<file path="config.mk">
export PLATFORM = sky130hd
export DESIGN_NAME = sliding_window_average_top_flat
export DESIGN_NICKNAME = d
export VERILOG_FILES = /design/src/hdl/swa_pkg.sv /design/src/hdl/swa_if.sv /design/src/hdl/swa_ram.sv /design/src/hdl/sliding_window_average_top.sv /design/src/flat_wrapper.sv
export SDC_FILE = /design/constraint.sdc
export NUM_CORES = 1
export LEC_CHECK = 0
export ABC_AREA = 1
export BUFFER_PORTS_ARGS = -buffer_cell sky130_fd_sc_hd__buf_2
export CORE_MARGIN = 2
export CORE_UTILIZATION = 35
export DETAILED_ROUTE_END_ITERATION = 10
export PLACE_DENSITY_LB_ADDON = 0.1
export SYNTH_ARGS = -nofsm -noshare
export SYNTH_HDL_FRONTEND = slang
export SYNTH_SLANG_ARGS = --single-unit
</file>
<file path="constraint.sdc">
create_clock -name clock -period 8.4 [get_ports clock]
set_clock_uncertainty 0.1 [all_clocks]
set_input_delay 1.26 -clock clock [delete_from_list [all_inputs] [get_ports clock]]
set_output_delay 1.26 -clock clock [all_outputs]
set_load 0.05 [all_outputs]
</file>
<file path="src/hdl/swa_pkg.sv">
`default_nettype none

package swa_pkg;

   localparam int Q_FRAC     = 8;
   localparam int CFG_BITS   = 7;
   localparam int COUNT_BITS = 7;

endpackage

`default_nettype wire

</file>
<file path="src/hdl/swa_if.sv">
`default_nettype none

interface swa_req_if #(
   parameter int SAMPLE_BITS = 16
);
   logic                          valid;
   logic                          ready;
   logic signed [SAMPLE_BITS-1:0] sample;
   logic                          sample_invalid;

   modport source (output valid, output sample, output sample_invalid, input ready);
   modport sink   (input valid, input sample, input sample_invalid, output ready);
endinterface

interface swa_rsp_if #(
   parameter int SAMPLE_BITS = 16
);
   import swa_pkg::*;

   logic                                 valid;
   logic                                 ready;
   logic signed [SAMPLE_BITS+Q_FRAC-1:0] average_q8;
   logic        [COUNT_BITS-1:0]         fill_count;

   modport source (output valid, output average_q8, output fill_count, input ready);
   modport sink   (input valid, input average_q8, input fill_count, output ready);
endinterface

`default_nettype wire

</file>
<file path="src/hdl/swa_ram.sv">
`default_nettype none

module swa_ram #(
   parameter int WIDTH = 16,
   parameter int DEPTH = 64
) (
   input  wire logic                     clock,
   input  wire logic                     wr_en,
   input  wire logic [$clog2(DEPTH)-1:0] wr_addr,
   input  wire logic [WIDTH-1:0]         wr_data,
   input  wire logic                     rd_en,
   input  wire logic [$clog2(DEPTH)-1:0] rd_addr,
   output logic      [WIDTH-1:0]         rd_data
);

   logic [WIDTH-1:0] mem [DEPTH];

   always_ff @(posedge clock) begin
      if (wr_en) begin
         mem[wr_addr] <= wr_data;
      end
      if (rd_en) begin
         rd_data <= mem[rd_addr];
      end
   end

endmodule

`default_nettype wire

</file>
<file path="src/hdl/sliding_window_average_top.sv">
// Boxcar moving average over the last window_size signed samples, reported as a signed
// mean with 8 fractional bits (truncated toward zero) plus the number of samples held.
// An item flagged invalid leaves the window alone and just reports the current mean.
// Writing the window size while idle (0 is taken as 1, values above WINDOW_MAX saturate)
// empties the window; a write while busy is ignored. The block handles one item at a time
// and drops req ready while busy or while the window size is being written. A valid item
// that finds the window full first fetches the oldest sample from the sample RAM and
// takes it off the running sum, and every valid item then adds its sample to the sum.
// Every item, valid or not, then sets up the divide, runs the bit-serial restoring
// divider (one quotient bit per cycle), which an empty window skips with a mean of 0,
// and loads the result register. The result register lets the next item be accepted
// while the previous result still waits on rsp ready; the load of the next result
// waits until that one has gone.
`default_nettype none

module sliding_window_average_top #(
   parameter int WINDOW_MAX  = 64,
   parameter int SAMPLE_BITS = 16
) (
   input  wire logic                         clock,
   input  wire logic                         reset,
   swa_req_if.sink                           req_chan,
   swa_rsp_if.source                         rsp_chan,
   input  wire logic                         csr_wr_en,
   input  wire logic [swa_pkg::CFG_BITS-1:0] csr_wr_data
);

   import swa_pkg::*;

   localparam int PTR_W  = $clog2(WINDOW_MAX);
   localparam int CNT_W  = $clog2(WINDOW_MAX + 1);
   localparam int SUM_W  = SAMPLE_BITS + PTR_W;
   localparam int MAG_W  = SUM_W + Q_FRAC;
   localparam int AVG_W  = SAMPLE_BITS + Q_FRAC;
   localparam int STEP_W = $clog2(MAG_W + 1);

   typedef enum logic [2:0] {
      S_IDLE,
      S_SUB,
      S_ADD,
      S_DIV_INIT,
      S_DIV,
      S_FIN
   } state_type;

   state_type               state_ff, state_in;
   logic [PTR_W-1:0]        oldest_ff, oldest_in;
   logic [PTR_W-1:0]        wr_ptr_ff, wr_ptr_in;
   logic [CNT_W-1:0]        held_ff, held_in;
   logic [CNT_W-1:0]        window_ff, window_in;
   logic signed [SUM_W-1:0] sum_ff, sum_in;
   logic [SAMPLE_BITS-1:0]  sample_ff, sample_in;
   logic                    neg_ff, neg_in;
   logic [MAG_W-1:0]        quo_ff, quo_in;
   logic [CNT_W-1:0]        rem_ff, rem_in;
   logic [STEP_W-1:0]       step_ff, step_in;
   logic                    rsp_valid_ff, rsp_valid_in;
   logic [AVG_W-1:0]        rsp_avg_ff, rsp_avg_in;
   logic [COUNT_BITS-1:0]   rsp_cnt_ff, rsp_cnt_in;

   logic                    accept;
   logic                    ram_wr_en;
   logic [SAMPLE_BITS-1:0]  ram_rd_data;
   logic signed [SUM_W-1:0] addend;
   logic [SUM_W-1:0]        abs_sum;
   logic [CNT_W+1:0]        trial;
   logic [MAG_W-1:0]        signed_quo;
   logic [CNT_W-1:0]        cfg_window;

   assign accept          = req_chan.valid && req_chan.ready;
   assign req_chan.ready  = (state_ff == S_IDLE) && !csr_wr_en;
   assign rsp_chan.valid      = rsp_valid_ff;
   assign rsp_chan.average_q8 = rsp_avg_ff;
   assign rsp_chan.fill_count = rsp_cnt_ff;
   assign ram_wr_en       = (state_ff == S_ADD);

   swa_ram #(
      .WIDTH (SAMPLE_BITS),
      .DEPTH (WINDOW_MAX)
   ) u_store (
      .clock   (clock),
      .wr_en   (ram_wr_en),
      .wr_addr (wr_ptr_ff),
      .wr_data (sample_ff),
      .rd_en   (accept),
      .rd_addr (oldest_ff),
      .rd_data (ram_rd_data)
   );

   function automatic logic [PTR_W-1:0] advance(input logic [PTR_W-1:0] p,
                                                 input logic [CNT_W-1:0] win);
      logic [CNT_W:0] n;
      n = (CNT_W+1)'(p) + 1'b1;
      return (n >= {1'b0, win}) ? '0 : PTR_W'(n);
   endfunction

   always_comb begin
      if (int'(csr_wr_data) < 1) begin
         cfg_window = CNT_W'(1);
      end else if (int'(csr_wr_data) > WINDOW_MAX) begin
         cfg_window = CNT_W'(WINDOW_MAX);
      end else begin
         cfg_window = CNT_W'(csr_wr_data);
      end
   end

   // One adder serves both the removal of the oldest sample and the addition of the new one.
   always_comb begin
      if (state_ff == S_SUB) begin
         addend = -SUM_W'(signed'(ram_rd_data));
      end else begin
         addend = SUM_W'(signed'(sample_ff));
      end
   end

   assign abs_sum    = sum_ff[SUM_W-1] ? (~sum_ff + 1'b1) : sum_ff;
   assign trial      = {1'b0, rem_ff, quo_ff[MAG_W-1]} - {2'b00, held_ff};
   assign signed_quo = neg_ff ? (~quo_ff + 1'b1) : quo_ff;

   always_comb begin
      state_in     = state_ff;
      oldest_in    = oldest_ff;
      wr_ptr_in    = wr_ptr_ff;
      held_in      = held_ff;
      window_in    = window_ff;
      sum_in       = sum_ff;
      sample_in    = sample_ff;
      neg_in       = neg_ff;
      quo_in       = quo_ff;
      rem_in       = rem_ff;
      step_in      = step_ff;
      rsp_valid_in = rsp_valid_ff;
      rsp_avg_in   = rsp_avg_ff;
      rsp_cnt_in   = rsp_cnt_ff;

      if (rsp_valid_ff && rsp_chan.ready) begin
         rsp_valid_in = 1'b0;
      end

      unique case (state_ff)
         S_IDLE: begin
            if (csr_wr_en) begin
               window_in = cfg_window;
               oldest_in = '0;
               wr_ptr_in = '0;
               held_in   = '0;
               sum_in    = '0;
            end else if (accept) begin
               sample_in = req_chan.sample;
               if (req_chan.sample_invalid) begin
                  state_in = S_DIV_INIT;
               end else if (held_ff >= window_ff) begin
                  state_in = S_SUB;
               end else begin
                  state_in = S_ADD;
               end
            end
         end
         S_SUB: begin
            sum_in    = sum_ff + addend;
            oldest_in = advance(oldest_ff, window_ff);
            held_in   = held_ff - 1'b1;
            state_in  = S_ADD;
         end
         S_ADD: begin
            sum_in    = sum_ff + addend;
            wr_ptr_in = advance(wr_ptr_ff, window_ff);
            held_in   = held_ff + 1'b1;
            state_in  = S_DIV_INIT;
         end
         S_DIV_INIT: begin
            neg_in  = sum_ff[SUM_W-1];
            quo_in  = {abs_sum, {Q_FRAC{1'b0}}};
            rem_in  = '0;
            step_in = STEP_W'(MAG_W - 1);
            if (held_ff == '0) begin
               quo_in   = '0;
               state_in = S_FIN;
            end else begin
               state_in = S_DIV;
            end
         end
         S_DIV: begin
            if (!trial[CNT_W+1]) begin
               rem_in = trial[CNT_W-1:0];
               quo_in = {quo_ff[MAG_W-2:0], 1'b1};
            end else begin
               rem_in = {rem_ff[CNT_W-2:0], quo_ff[MAG_W-1]};
               quo_in = {quo_ff[MAG_W-2:0], 1'b0};
            end
            step_in = step_ff - 1'b1;
            if (step_ff == '0) begin
               state_in = S_FIN;
            end
         end
         S_FIN: begin
            if (!rsp_valid_ff || rsp_chan.ready) begin
               rsp_valid_in = 1'b1;
               rsp_avg_in   = signed_quo[AVG_W-1:0];
               rsp_cnt_in   = COUNT_BITS'(held_ff);
               state_in     = S_IDLE;
            end
         end
         default: begin
            state_in = S_IDLE;
         end
      endcase
   end

   always_ff @(posedge clock) begin
      if (reset) begin
         state_ff     <= S_IDLE;
         oldest_ff    <= '0;
         wr_ptr_ff    <= '0;
         held_ff      <= '0;
         window_ff    <= CNT_W'(WINDOW_MAX);
         sum_ff       <= '0;
         rsp_valid_ff <= 1'b0;
      end else begin
         state_ff     <= state_in;
         oldest_ff    <= oldest_in;
         wr_ptr_ff    <= wr_ptr_in;
         held_ff      <= held_in;
         window_ff    <= window_in;
         sum_ff       <= sum_in;
         rsp_valid_ff <= rsp_valid_in;
      end
      sample_ff  <= sample_in;
      neg_ff     <= neg_in;
      quo_ff     <= quo_in;
      rem_ff     <= rem_in;
      step_ff    <= step_in;
      rsp_avg_ff <= rsp_avg_in;
      rsp_cnt_ff <= rsp_cnt_in;
   end

`ifndef SYNTH
   a_held_in_window: assert property (@(posedge clock) disable iff (reset)
      held_ff <= window_ff)
      else $error("fill count exceeds window size");

   a_empty_sum_zero: assert property (@(posedge clock) disable iff (reset)
      (held_ff == '0) |-> (sum_ff == '0))
      else $error("empty window with nonzero running sum");

   a_ptrs_in_window: assert property (@(posedge clock) disable iff (reset)
      ((CNT_W+1)'(wr_ptr_ff) < {1'b0, window_ff}) &&
      ((CNT_W+1)'(oldest_ff) < {1'b0, window_ff}))
      else $error("ring pointer outside window");

   a_full_window_reads: assert property (@(posedge clock) disable iff (reset)
      (state_ff == S_SUB) |-> $past(held_ff >= window_ff))
      else $error("oldest sample removed from a window that was not full");
`endif

endmodule

`default_nettype wire
</file>
<file path="src/flat_wrapper.sv">
// flat-port wrapper written by rule: the top's interface ports become plain ports
module sliding_window_average_top_flat import swa_pkg::*;
#(
   parameter int WINDOW_MAX  = 64,
   parameter int SAMPLE_BITS = 16
)
  (clock, reset, csr_wr_en, csr_wr_data, req_chan_valid, req_chan_sample, req_chan_sample_invalid, req_chan_ready, rsp_chan_valid, rsp_chan_average_q8, rsp_chan_fill_count, rsp_chan_ready);
  swa_req_if #(.SAMPLE_BITS(SAMPLE_BITS)) req_chan_i ();
  swa_rsp_if #(.SAMPLE_BITS(SAMPLE_BITS)) rsp_chan_i ();
  input  wire logic clock;
  input  wire logic reset;
  input  wire logic csr_wr_en;
  input  wire logic [swa_pkg::CFG_BITS-1:0] csr_wr_data;
  input wire logic [$bits(req_chan_i.valid)-1:0] req_chan_valid;
  input wire logic [$bits(req_chan_i.sample)-1:0] req_chan_sample;
  input wire logic [$bits(req_chan_i.sample_invalid)-1:0] req_chan_sample_invalid;
  output wire logic [$bits(req_chan_i.ready)-1:0] req_chan_ready;
  output wire logic [$bits(rsp_chan_i.valid)-1:0] rsp_chan_valid;
  output wire logic [$bits(rsp_chan_i.average_q8)-1:0] rsp_chan_average_q8;
  output wire logic [$bits(rsp_chan_i.fill_count)-1:0] rsp_chan_fill_count;
  input wire logic [$bits(rsp_chan_i.ready)-1:0] rsp_chan_ready;
  assign req_chan_i.valid = req_chan_valid;
  assign req_chan_i.sample = req_chan_sample;
  assign req_chan_i.sample_invalid = req_chan_sample_invalid;
  assign req_chan_ready = req_chan_i.ready;
  assign rsp_chan_valid = rsp_chan_i.valid;
  assign rsp_chan_average_q8 = rsp_chan_i.average_q8;
  assign rsp_chan_fill_count = rsp_chan_i.fill_count;
  assign rsp_chan_i.ready = rsp_chan_ready;
  sliding_window_average_top #(.WINDOW_MAX(WINDOW_MAX), .SAMPLE_BITS(SAMPLE_BITS)) u_core (.clock(clock), .reset(reset), .req_chan(req_chan_i), .rsp_chan(rsp_chan_i), .csr_wr_en(csr_wr_en), .csr_wr_data(csr_wr_data));
endmodule
</file>
==> flow_metrics.py <==
metrics = {
    "critical_path": {
        "crit_slowest_cell": "dfxtp_4",
        "path_common_cell": "a21oi_1",
        "cpPeakStageDelay_ps": 860,
        "start_kind": "register",
        "crit_family": "flip-flops",
        "crit_type": "register to register",
        "cp.arrival_ps": 4550,
        "cp.required_ps": 8900,
        "crit_chain": "buf_4, nand4_2, nor2_1, xor2_1, ha_1, a21o_1, a21oi_1, nand3_1, nand3b_1, a21oi_1",
        "cp.buffers_inverters": 1,
        "endpoint_kind": "register",
        "crit_fanout": 47,
    },
    "logic_synthesis": {
        "synthFlopType": "edfxtp_1",
        "synth_top_area_share_pct": 67.4,
        "ys_seq_elements": 1182,
        "avgSynthCellArea_sq_um": 11.5,
        "synthCells": 4392,
        "synth-seq-area-share_pct": 69.4,
        "syn_area_sq_um": 50400,
        "synth_edf_count": 1130,
        "async_flop_share_pct": 0,
        "yosys_warnings": 0,
        "synthTopCellsByArea": "edfxtp_1 (67%), nor2_1 (5.8%), o21ai_0 (4.9%), nand2_1 (4.4%), nand3_1 (2.7%)",
        "synth_nets": 4486,
        "synth_cell_type_count": 47,
        "synth_top_area_cell": "edfxtp_1",
    },
    "sta": {
        "finalCritPeriodShare_pct": 48.3,
        "whs_ps": 358,
        "fmax_mhz": 247,
        "setup_ws_ps": 4340,
        "finalSetupViolations": 0,
        "slew_headroom_pct": 24.6,
        "worst_slew_pin_slew_ps": 1130,
        "rsz0062_at_grt": "no",
        "tns_ps": 0,
        "hold_viol_final": 0,
        "drv_slew": 0,
        "period_needed_ps": 4060,
    },
    "place": {
        "pre_cts_ws_ps": 4410,
        "place.gp.congestion": 0.831,
        "port-buffer-count": 61,
        "place_hpwl_mm": 88.3,
    },
    "pwr": {
        "p_clk_share_pct": 34.6,
        "power.density_nw_per_um2": 285,
        "comb_power_share_pct": 21.8,
        "switching_power_mw": 5.18,
        "p_int_mw": 11.1,
        "p_leak_nw": 19.8,
        "pwr-share-seq_pct": 43.6,
        "ir_worst_vdd_mv": 0.170,
        "switching_share_pct": 31.8,
    },
    "clock_tree": {
        "clk_pin_slew_ps": 60,
        "cts-root-buf": "clkbuf_16",
        "cts_num_sinks": 1182,
        "postCtsSetupBuffers": 0,
        "cts_tree": "built",
        "clock_path_buffers": 3,
        "ctsHoldBuffers": 0,
        "cts_buffers": 138,
        "h-tree-depth": 4,
        "cts_resized": 0,
        "clock_latency_ps": 780,
    },
    "routing": {
        "vias_per_cell": 5.21,
        "ant_nets": 0,
        "drt_first_pass_iters": 5,
        "drc": 0,
        "post_drt_wl_per_cell_um": 23.6,
        "drt_wl_total_mm": 153,
        "dr_total_vias": 33700,
        "drt_iter0_markers": 2996,
    },
    "cells_and_area": {
        "fillerInstances": 13900,
        "nets": 4553,
        "drive_gt1_share_pct": 8.32,
        "finalCoreUtilization_pct": 39.8,
        "area_delta_synth_final_pct": 13.1,
    },
    "global_routing": {
        "gr-total-overflow": 0,
        "antenna_found_initial": 4,
        "grt_first_pass_wirelength_mm": 224,
        "grt.total_usage_pct": 20.6,
        "first_global_vias": 32200,
        "grt_max_degree": 186,
    },
    "min_path": {
        "hp-class": "register to register",
    },
    "run_status": {
        "outcome": "completed",
    },
    "job": {
        "drv_cap": 0,
    },
    "floorplan": {
        "dieArea_sq_um": 147000,
        "die_w_um": 383,
        "num_rows": 139,
        "dieHeight_um": 383,
        "ioPinCount": 62,
        "initial_core_util_pct": 35.2,
        "core_area_sq_um": 143000,
    },
}
## through the flow
step	area [sq um]	power, mW	instances
6_report	57000	16.3	6460
3_3_place_gp	52800	10.8	6222
4_1_cts	57000	16.4	6457
2_1_floorplan	50400	9.60	4392
5_1_grt	57000	17.1	6457
3_5_place_dp	52800	10.8	6222
## cells in the mapped netlist, drive strengths merged (52+ instances only)
master  count
o22ai     150
o211ai     98
edfxtp   1130
o21ai     559
buf       105
nor2      775
a21oi     129
nand3     271
ha         62
clkbuf    144
dfxtp      52
nand2     591
inv       176
## sequential cells by signal, indices dropped and copies added (netlist names)
name	count
u_core.rsp_chan.valid	1
u_core.neg_ff	1
u_core.state_ff	3
u_core.window_ff	7
u_core.u_store.rd_data	16
u_core.oldest_ff	6
u_core.step_ff	5
u_core.sum_ff	22
u_core.u_store.mem	1024
u_core.rsp_chan.fill_count	7
u_core.wr_ptr_ff	6
u_core.rem_ff	7
u_core.quo_ff	30
u_core.rsp_chan.average_q8	24
u_core.sample_ff	16
u_core.held_ff	7
## power groups by stage
stage / combinational, mW / sequential [mW] / clock [mW]
global placement: 3.59 / 7.21 / 0
floorplan: 2.37 / 7.22 / 0
finish: 3.55 / 7.09 / 5.62
global route: 3.99 / 7.11 / 5.97
detailed placement: 3.58 / 7.21 / 0
CTS: 3.59 / 7.09 / 5.77
## worst paths after layout
check	depth (start not counted)	slack, ps	to	startpoint
setup / recovery	10	4340	u_core.oldest_ff[1]	u_core.oldest_ff[2]
hold / removal	0	360	u_core.rsp_chan.average_q8[0]	u_core.quo_ff[0]
setup reg to reg	10	4340	u_core.oldest_ff[1]	u_core.oldest_ff[2]
hold reg to reg	0	360	u_core.rsp_chan.average_q8[0]	u_core.quo_ff[0]
## final cells by class
cell class / count / area, sq um / area share (%)
well taps: 1903 / 2380 / 4.18
clock inverters: 50 / 378 / 0.663
repair buffers: 176 / 1220 / 2.14
flip-flops and latches: 1182 / 35000 / 61.4
diodes: 3 / 7.51 / 0.0132
clock buffers: 185 / 3760 / 6.61
inverters: 179 / 689 / 1.21
multi-input cells: 2782 / 13500 / 23.8
## worst reg2reg max path, delay by kind of cell (launching register included)
family	cells	cell delay [ps]
flip-flops	1	860
AO/OA/AOI/OAI	3	830
AND/OR/NAND/NOR	4	820
buffers and inverters	1	680
adder cells (fa/ha/maj)	1	300
XOR/XNOR	1	290
## routing by layer
metal,up-vias,track usage [%],wire [um]
met2,848,33.1,71600
met1,16800,29.0,69700
met5,-,0,0
met4,0,5.78,3620
li1,15900,-,-
met3,177,3.06,7820
## layout by cell type, fill, tap and decap left out, drive strengths merged, types with 35 or more instances in the layout
cell type	synthesis	layout
o22ai	150	150
nand2	591	591
xor2	35	35
o211ai	98	98
nor2	775	775
clkinv	3	42
buf	105	176
inv	176	181
ha	62	62
a21oi	129	129
o21ai	559	559
nand3	271	271
clkbuf	144	185
edfxtp	1130	1130
dfxtp	52	52
## logic make-up (layout without fill, tap and decap cells)
| group | after synthesis | after routing | share of synthesized area (%) |
|---|---|---|---|
| other | 0 | 3 | 0 |
| XOR/XNOR | 43 | 43 | 0.748 |
| AO/OA/AOI/OAI | 972 | 972 | 10.7 |
| adder cells (fa/ha/maj) | 65 | 65 | 1.66 |
| AND/OR/NAND/NOR | 1702 | 1702 | 13.7 |
| flip-flops | 1182 | 1182 | 69.4 |
| buffers and inverters | 428 | 590 | 3.74 |
No activity file was read; power rests on OpenSTA's default activity.
